**config.mk**
```make
export PLATFORM = sky130hd
export DESIGN_NAME = integer_to_ascii_formatter_unit_flat
export DESIGN_NICKNAME = d
export VERILOG_FILES = /design/src/rtl/itoa_pkg.sv /design/src/rtl/itoa_if.sv /design/src/rtl/integer_to_ascii_formatter_unit.sv /design/src/flat_wrapper.sv
export SDC_FILE = /design/constraint.sdc
export NUM_CORES = 2
export LEC_CHECK = 0
export BUFFER_PORTS_ARGS = -buffer_cell sky130_fd_sc_hd__buf_2
export CAP_MARGIN = 15
export CORE_MARGIN = 2
export CORE_UTILIZATION = 29
export CTS_BUF_LIST = sky130_fd_sc_hd__clkbuf_4
export DETAILED_ROUTE_END_ITERATION = 12
export PLACE_DENSITY_LB_ADDON = 0.12
export SYNTH_ARGS = -nofsm -noshare
export SYNTH_HDL_FRONTEND = slang
export SYNTH_SLANG_ARGS = --single-unit
```
**constraint.sdc**
```tcl
create_clock -name clk_i -period 8.8 [get_ports clk_i]
set_input_delay 0.88 -clock clk_i [delete_from_list [all_inputs] [get_ports clk_i]]
set_output_delay 0.88 -clock clk_i [all_outputs]
set_load 0.03 [all_outputs]
```
**src/rtl/itoa_pkg.sv**
```systemverilog
// ----------------------------------------------------------------------------
// itoa_pkg
// Types and constants shared by the integer-to-ascii formatter files.
// ----------------------------------------------------------------------------
`timescale 1ns / 1ps
`default_nettype none

package itoa_pkg;

  localparam int unsigned OpW     = 2;
  localparam int unsigned ValueW  = 64;
  localparam int unsigned CharW   = 8;
  localparam int unsigned CountW  = 31;
  localparam int unsigned DigitW  = 4;
  localparam int unsigned NumDig  = 16;
  localparam int unsigned DigIdxW = 4;

  typedef enum logic [OpW-1:0] {
    OP_SDEC = 2'd0,
    OP_UDEC = 2'd1,
    OP_HEXL = 2'd2,
    OP_HEXU = 2'd3
  } op_e;

  typedef enum logic [2:0] {
    ST_IDLE,
    ST_MUL,
    ST_REM,
    ST_HEX,
    ST_SIGN,
    ST_EMIT
  } state_e;

  // reciprocal of ten, scaled by 2^35
  localparam logic [31:0]       Recip10   = 32'hCCCC_CCCD;
  localparam int unsigned       RecipSh   = 35;
  localparam logic [CharW-1:0]  ChMinus   = 8'h2D;
  localparam logic [CharW-1:0]  ChZero    = 8'h30;
  localparam logic [CharW-1:0]  ChLowerA  = 8'h57;  // 'a' - 10
  localparam logic [CharW-1:0]  ChUpperA  = 8'h37;  // 'A' - 10
  localparam logic [CountW-1:0] CountMax  = {CountW{1'b1}};
  localparam logic [DigIdxW-1:0] LastIdx  = 4'd15;

  function automatic logic [CharW-1:0] digit_char(input logic [DigitW-1:0] d,
                                                  input logic             upper);
    logic [CharW-1:0] base;
    if (d < 4'd10) begin
      base = ChZero;
    end else if (upper) begin
      base = ChUpperA;
    end else begin
      base = ChLowerA;
    end
    return base + {4'd0, d};
  endfunction

endpackage

`default_nettype wire

```
**src/rtl/itoa_if.sv**
```systemverilog
// ----------------------------------------------------------------------------
// itoa channel interfaces
// Valid/ready channels for the formatter input and its character stream.
// ----------------------------------------------------------------------------
`timescale 1ns / 1ps
`default_nettype none

interface itoa_in_if;
  logic                           valid;
  logic                           ready;
  logic [itoa_pkg::OpW-1:0]       op;
  logic [itoa_pkg::ValueW-1:0]    value;

  modport source (output valid, output op, output value, input ready);
  modport sink   (input valid, input op, input value, output ready);
endinterface

interface itoa_out_if;
  logic                           valid;
  logic                           ready;
  logic [itoa_pkg::CharW-1:0]     char_code;
  logic                           last_char;
  logic [itoa_pkg::CountW-1:0]    total_printed;

  modport source (output valid, output char_code, output last_char,
                  output total_printed, input ready);
  modport sink   (input valid, input char_code, input last_char,
                  input total_printed, output ready);
endinterface

`default_nettype wire

```
**src/rtl/integer_to_ascii_formatter_unit.sv**
```systemverilog
// ----------------------------------------------------------------------------
// integer_to_ascii_formatter_unit
// Formats one integer as ascii characters, most significant digit first.
// ----------------------------------------------------------------------------
// One number is taken when the unit is idle. Digits are first produced least
// significant first into a 16-entry digit buffer, then sent out in reverse,
// one character per cycle while the sink is ready. Decimal digits come from a
// single shared reciprocal multiplier: each digit takes a multiply step, then
// a remainder step; a negative signed number is sent with a leading minus. Hex
// digits are shifted off at one per cycle. Input ready is high only while the
// unit is idle. total_printed counts every character sent since reset and
// saturates at its maximum.
// ----------------------------------------------------------------------------
`timescale 1ns / 1ps
`default_nettype none

module integer_to_ascii_formatter_unit (
  input  wire logic  clk_i,
  input  wire logic  rst_ni,
  itoa_in_if.sink    in_i,
  itoa_out_if.source out_o
);

  itoa_pkg::state_e state_q, state_d;

  logic [itoa_pkg::ValueW-1:0]  work_q, work_d;
  logic [63:0]                  prod_q;
  logic [itoa_pkg::DigIdxW-1:0] nd_q, nd_d;
  logic [itoa_pkg::DigIdxW-1:0] rd_q, rd_d;
  logic                         minus_q, minus_d;
  logic                         upper_q, upper_d;
  logic [itoa_pkg::CountW-1:0]  cnt_q, cnt_d;
  logic [itoa_pkg::DigitW-1:0]  dig_buf_q [itoa_pkg::NumDig];

  logic                         in_fire, out_fire;
  logic [28:0]                  quot;
  logic [32:0]                  quot_x10;
  logic [31:0]                  rem_full;
  logic [itoa_pkg::DigitW-1:0]  new_digit;
  logic                         store_digit;
  logic [31:0]                  mag;
  logic                         in_neg;
  logic [itoa_pkg::CountW-1:0]  cnt_next;

  assign in_fire  = in_i.valid && in_i.ready;
  assign out_fire = out_o.valid && out_o.ready;

  // divide by ten through the registered reciprocal product
  assign quot      = prod_q[63:itoa_pkg::RecipSh];
  assign quot_x10  = {1'b0, quot, 3'b000} + {3'b000, quot, 1'b0};
  assign rem_full  = work_q[31:0] - quot_x10[31:0];
  assign new_digit = (state_q == itoa_pkg::ST_HEX) ? work_q[3:0] : rem_full[3:0];
  assign store_digit = (state_q == itoa_pkg::ST_REM) || (state_q == itoa_pkg::ST_HEX);

  assign in_neg = (itoa_pkg::op_e'(in_i.op) == itoa_pkg::OP_SDEC) && in_i.value[31];
  assign mag    = in_neg ? (32'd0 - in_i.value[31:0]) : in_i.value[31:0];

  assign cnt_next = (cnt_q == itoa_pkg::CountMax) ? cnt_q : cnt_q + 31'd1;

  // next state
  always_comb begin
    state_d = state_q;
    case (state_q)
      itoa_pkg::ST_IDLE: begin
        if (in_fire) begin
          if (in_i.op[1]) begin
            state_d = itoa_pkg::ST_HEX;
          end else begin
            state_d = itoa_pkg::ST_MUL;
          end
        end
      end
      itoa_pkg::ST_MUL: begin
        state_d = itoa_pkg::ST_REM;
      end
      itoa_pkg::ST_REM: begin
        if ((quot != 29'd0) && (nd_q != itoa_pkg::LastIdx)) begin
          state_d = itoa_pkg::ST_MUL;
        end else if (minus_q) begin
          state_d = itoa_pkg::ST_SIGN;
        end else begin
          state_d = itoa_pkg::ST_EMIT;
        end
      end
      itoa_pkg::ST_HEX: begin
        if ((work_q[63:4] != 60'd0) && (nd_q != itoa_pkg::LastIdx)) begin
          state_d = itoa_pkg::ST_HEX;
        end else begin
          state_d = itoa_pkg::ST_EMIT;
        end
      end
      itoa_pkg::ST_SIGN: begin
        if (out_o.ready) begin
          state_d = itoa_pkg::ST_EMIT;
        end
      end
      itoa_pkg::ST_EMIT: begin
        if (out_o.ready && (rd_q == '0)) begin
          state_d = itoa_pkg::ST_IDLE;
        end
      end
      default: begin
        state_d = itoa_pkg::ST_IDLE;
      end
    endcase
  end

  // handshake and character outputs
  always_comb begin
    in_i.ready          = 1'b0;
    out_o.valid         = 1'b0;
    out_o.char_code     = itoa_pkg::digit_char(dig_buf_q[rd_q], upper_q);
    out_o.last_char     = 1'b0;
    out_o.total_printed = cnt_next;
    case (state_q)
      itoa_pkg::ST_IDLE: begin
        in_i.ready = 1'b1;
      end
      itoa_pkg::ST_SIGN: begin
        out_o.valid     = 1'b1;
        out_o.char_code = itoa_pkg::ChMinus;
      end
      itoa_pkg::ST_EMIT: begin
        out_o.valid     = 1'b1;
        out_o.last_char = (rd_q == '0);
      end
      default: begin
        in_i.ready  = 1'b0;
        out_o.valid = 1'b0;
      end
    endcase
  end

  // datapath next values
  always_comb begin
    work_d  = work_q;
    nd_d    = nd_q;
    rd_d    = rd_q;
    minus_d = minus_q;
    upper_d = upper_q;
    cnt_d   = out_fire ? cnt_next : cnt_q;
    if (in_fire) begin
      nd_d    = '0;
      minus_d = in_neg;
      upper_d = (itoa_pkg::op_e'(in_i.op) == itoa_pkg::OP_HEXU);
      work_d  = in_i.op[1] ? in_i.value : {32'd0, mag};
    end else if (store_digit) begin
      rd_d = nd_q;
      nd_d = nd_q + 4'd1;
      if (state_q == itoa_pkg::ST_HEX) begin
        work_d = {4'd0, work_q[63:4]};
      end else begin
        work_d = {35'd0, quot};
      end
    end else if (out_fire && (state_q == itoa_pkg::ST_EMIT) && (rd_q != '0)) begin
      rd_d = rd_q - 4'd1;
    end
  end

  always_ff @(posedge clk_i or negedge rst_ni) begin
    if (!rst_ni) begin
      state_q <= itoa_pkg::ST_IDLE;
      nd_q    <= '0;
      rd_q    <= '0;
      minus_q <= 1'b0;
      upper_q <= 1'b0;
      cnt_q   <= '0;
    end else begin
      state_q <= state_d;
      nd_q    <= nd_d;
      rd_q    <= rd_d;
      minus_q <= minus_d;
      upper_q <= upper_d;
      cnt_q   <= cnt_d;
    end
  end

  always_ff @(posedge clk_i) begin
    work_q <= work_d;
    if (state_q == itoa_pkg::ST_MUL) begin
      prod_q <= work_q[31:0] * itoa_pkg::Recip10;
    end
    if (store_digit) begin
      dig_buf_q[nd_q] <= new_digit;
    end
  end

endmodule

`default_nettype wire

```
**src/flat_wrapper.sv**
```systemverilog
// flat-port wrapper written by rule: the top's interface ports become plain ports
module integer_to_ascii_formatter_unit_flat 
  (clk_i, rst_ni, in_i_valid, in_i_op, in_i_value, in_i_ready, out_o_valid, out_o_char_code, out_o_last_char, out_o_total_printed, out_o_ready);
  itoa_in_if in_i_i ();
  itoa_out_if out_o_i ();
  input  wire logic clk_i;
  input  wire logic rst_ni;
  input wire logic [$bits(in_i_i.valid)-1:0] in_i_valid;
  input wire logic [$bits(in_i_i.op)-1:0] in_i_op;
  input wire logic [$bits(in_i_i.value)-1:0] in_i_value;
  output wire logic [$bits(in_i_i.ready)-1:0] in_i_ready;
  output wire logic [$bits(out_o_i.valid)-1:0] out_o_valid;
  output wire logic [$bits(out_o_i.char_code)-1:0] out_o_char_code;
  output wire logic [$bits(out_o_i.last_char)-1:0] out_o_last_char;
  output wire logic [$bits(out_o_i.total_printed)-1:0] out_o_total_printed;
  input wire logic [$bits(out_o_i.ready)-1:0] out_o_ready;
  assign in_i_i.valid = in_i_valid;
  assign in_i_i.op = in_i_op;
  assign in_i_i.value = in_i_value;
  assign in_i_ready = in_i_i.ready;
  assign out_o_valid = out_o_i.valid;
  assign out_o_char_code = out_o_i.char_code;
  assign out_o_last_char = out_o_i.last_char;
  assign out_o_total_printed = out_o_i.total_printed;
  assign out_o_i.ready = out_o_ready;
  integer_to_ascii_formatter_unit u_core (.clk_i(clk_i), .rst_ni(rst_ni), .in_i(in_i_i), .out_o(out_o_i));
endmodule
```
==> results.json <==
{
  "fin_area_sq_um": 30140,
  "clk_pin_slew_ps": 70,
  "yosys-top-cells-count": "inv_1 (575), fa_1 (387), ha_1 (374)",
  "hold_path_class": "primary input to async pin",
  "ant_nets": 0,
  "nets": 3599,
  "cts.repair.resized": 0,
  "slew_viol_final": 0,
  "grt_pass1_vias": 20960,
  "vias": 19210,
  "clock_latency_ps": 790,
  "post-place-ws_ps": 386.4,
  "cts_sinks": 201,
  "crit_type": "flip-flop to flip-flop",
  "cts_root_buf": "clkbuf_4",
  "drive_gt1_share_pct": 9.488,
  "pin_count": 112,
  "critPathRequiredTime_ps": 9290,
  "antenna_found_initial": 2,
  "place_congestion": 0.9506,
  "syn_nets": 3474,
  "rows": 112,
  "setup_tns_ps": 0,
  "yosys.cell_count.top_type": "inv_1",
  "post_cts_buffers": 0,
  "cts_max_path_buffers": 3,
  "grt_pass1_wl_microns": 139500,
  "tritoncts": "done",
  "slew_headroom_pct": 37.61,
  "rsz0062_at_grt": "false",
  "drt_iter0_drc": 1148,
  "ys.warnings.count": 0,
  "yosysTopAreaCellShare_pct": 28.40,
  "hold_buffers": 0,
  "tightest_slew_ps": 935.9,
  "cts_buffers": 57,
  "grt_overflow": 0,
  "port_buffers": 110,
  "synth_edf_count": 157,
  "hold_violations": 0,
  "hpwl_microns": 79790,
  "synth_area_leaders": "fa_1 (28%), edfxtp_1 (17%), ha_1 (17%), inv_1 (7.9%), dfrtp_1 (4.0%)",
  "finalSetupViolCount": 0,
  "drc": 0,
  "yosysSeqAreaShare_pct": 21.32,
  "arrival_ps": 8740,
  "path_max_fanout": 7,
  "core_area_sq_um": 93330,
  "routed_via_density": 4.721,
  "die_h_microns": 310.7,
  "start_util_pct": 29.23,
  "max_freq_mhz": 121.2,
  "synth_cells": 2643,
  "htreeDepth": 2,
  "period_minus_slack_ps": 8254,
  "fin_ws_ps": 546.2,
  "status": "completed",
  "critPathCaptureType": "flip-flop",
  "die_w_microns": 310.7,
  "dpl_cell_area_sq_um": 29330,
  "synth.avg_cell_area_sq_um": 10.32,
  "die-area_sq_um": 96550,
  "wl_per_cell_microns": 22.61,
  "synth_area_sq_um": 27280,
  "synth.distinct_cells": 68,
  "dr.pass1.iters": 5,
  "finalCritPeriodShare_pct": 93.79,
  "grt_usage_pct": 19.36,
  "maxCapViolations": 0,
  "skew_ps": 70.31,
  "crit_path_start_kind": "flip-flop",
  "synth_ff_type": "edfxtp_1",
  "ys_async_sr_fraction_pct": 21.89,
  "ys_ff_latch": 201,
  "area_growth_pct": 10.48,
  "wirelength_microns": 92040,
  "yosys.area.top_type": "fa_1",
  "grt_max_degree": 65
}
## cells by family after synthesis
logic type / Yosys count / synth area share [%]
fa+ha+maj: 761 / 45.55
buf+inv: 644 / 8.883
simple gates: 509 / 8.952
compound gates: 334 / 8.053
flops: 201 / 21.32
xor+xnor: 168 / 5.393
mux: 25 / 1.839
other cells: 1 / 0.01375
## metal layers
layer  track usage, %  share of wire, %
met5                0                 0
met3            3.199               4.6
met1            27.07                46
met2            31.15                46
met4            4.809               2.6
## flip-flops by register name, summed over array words and instances (netlist names)
name              flops
u_core.nd_q           4
u_core.state_q        3
u_core.cnt_q         31
u_core.upper_q        1
u_core.dig_buf_q     64
u_core.rd_q           4
u_core.work_q        64
u_core.prod_q        29
u_core.minus_q        1
## per-stage QoR
stage,instances,hold slack (ps),util [%]
after CTS,4066,247.4,32.25
after floorplan,2643,450.1,-
final,4070,96.50,32.30
after detailed placement,3961,486.6,31.42
after global routing,4069,57.70,32.29
after global placement,3961,473.3,31.42
## path summary, 6_finish.rpt
kind / from / endpoint / slack [ps] / cells after the start
setup reg to reg: u_core.work_q[18] / u_core.prod_q[47] / 550 / 21
max in group asynchronous: rst_ni / u_core.nd_q[1] / 8110 / 2
setup / recovery: u_core.work_q[18] / u_core.prod_q[47] / 550 / 21
hold reg to reg: u_core.minus_q / u_core.minus_q / 500 / 2
min in group clk_i: in_i_op[0] / u_core.upper_q / 350 / 3
hold / removal: rst_ni / u_core.cnt_q[21] / 100 / 1
## layout make-up
cell class              count  area, sq um
repair buffers            135        758.2
clock inverters            14        92.59
well taps                1254         1569
diodes                      2        5.005
fillers                  9774        63190
inverters                 575         2158
flip-flops and latches    201         5816
clock buffers              91        683.2
multi-input cells        1798        19060
## critical path: stages, from the launching register on
cell and delay (ps):
edfxtp_1 570, ha_1 530, inv_1 220, fa_1 550, inv_1 50, fa_1 550
inv_1 70, fa_1 500, inv_1 50, fa_1 560, fa_1 430, fa_1 520
fa_1 420, ha_1 380, a21o_1 190, a21o_1 160, a21oi_1 140, o21ai_0 170
or4_1 650, a311oi_1 740, o21ai_0 310, xor2_1 210
## placed cells by master (no fill, tap or decap), drive strengths merged, types with 3 or more instances in the layout
master,Yosys,layout
nand2b,6,6
xnor2,91,91
clkinv,0,12
o31ai,8,8
o2111a,3,3
xor2,77,77
a211oi,9,9
o21a,4,4
clkbuf,62,91
edfxtp,157,157
mux4,20,20
o211ai,13,13
a31oi,28,28
and4,4,4
a21oi,98,98
o21bai,8,8
nand4,29,29
a211o,3,3
nor3,32,32
or3,6,6
a21o,48,48
a221oi,3,3
o41ai,7,7
inv,575,576
dfrtp,44,44
a22o,28,28
o21ai,57,57
fa,387,387
mux2i,4,4
and3,34,34
ha,374,374
or4,6,6
and2,28,28
nand3,38,38
nor2b,10,10
buf,7,135
nor2,105,105
nand2,179,179
nor4,21,21
Power is not shown: default switching activity piles up to over one toggle a cycle in this logic, so the estimate is an artifact.
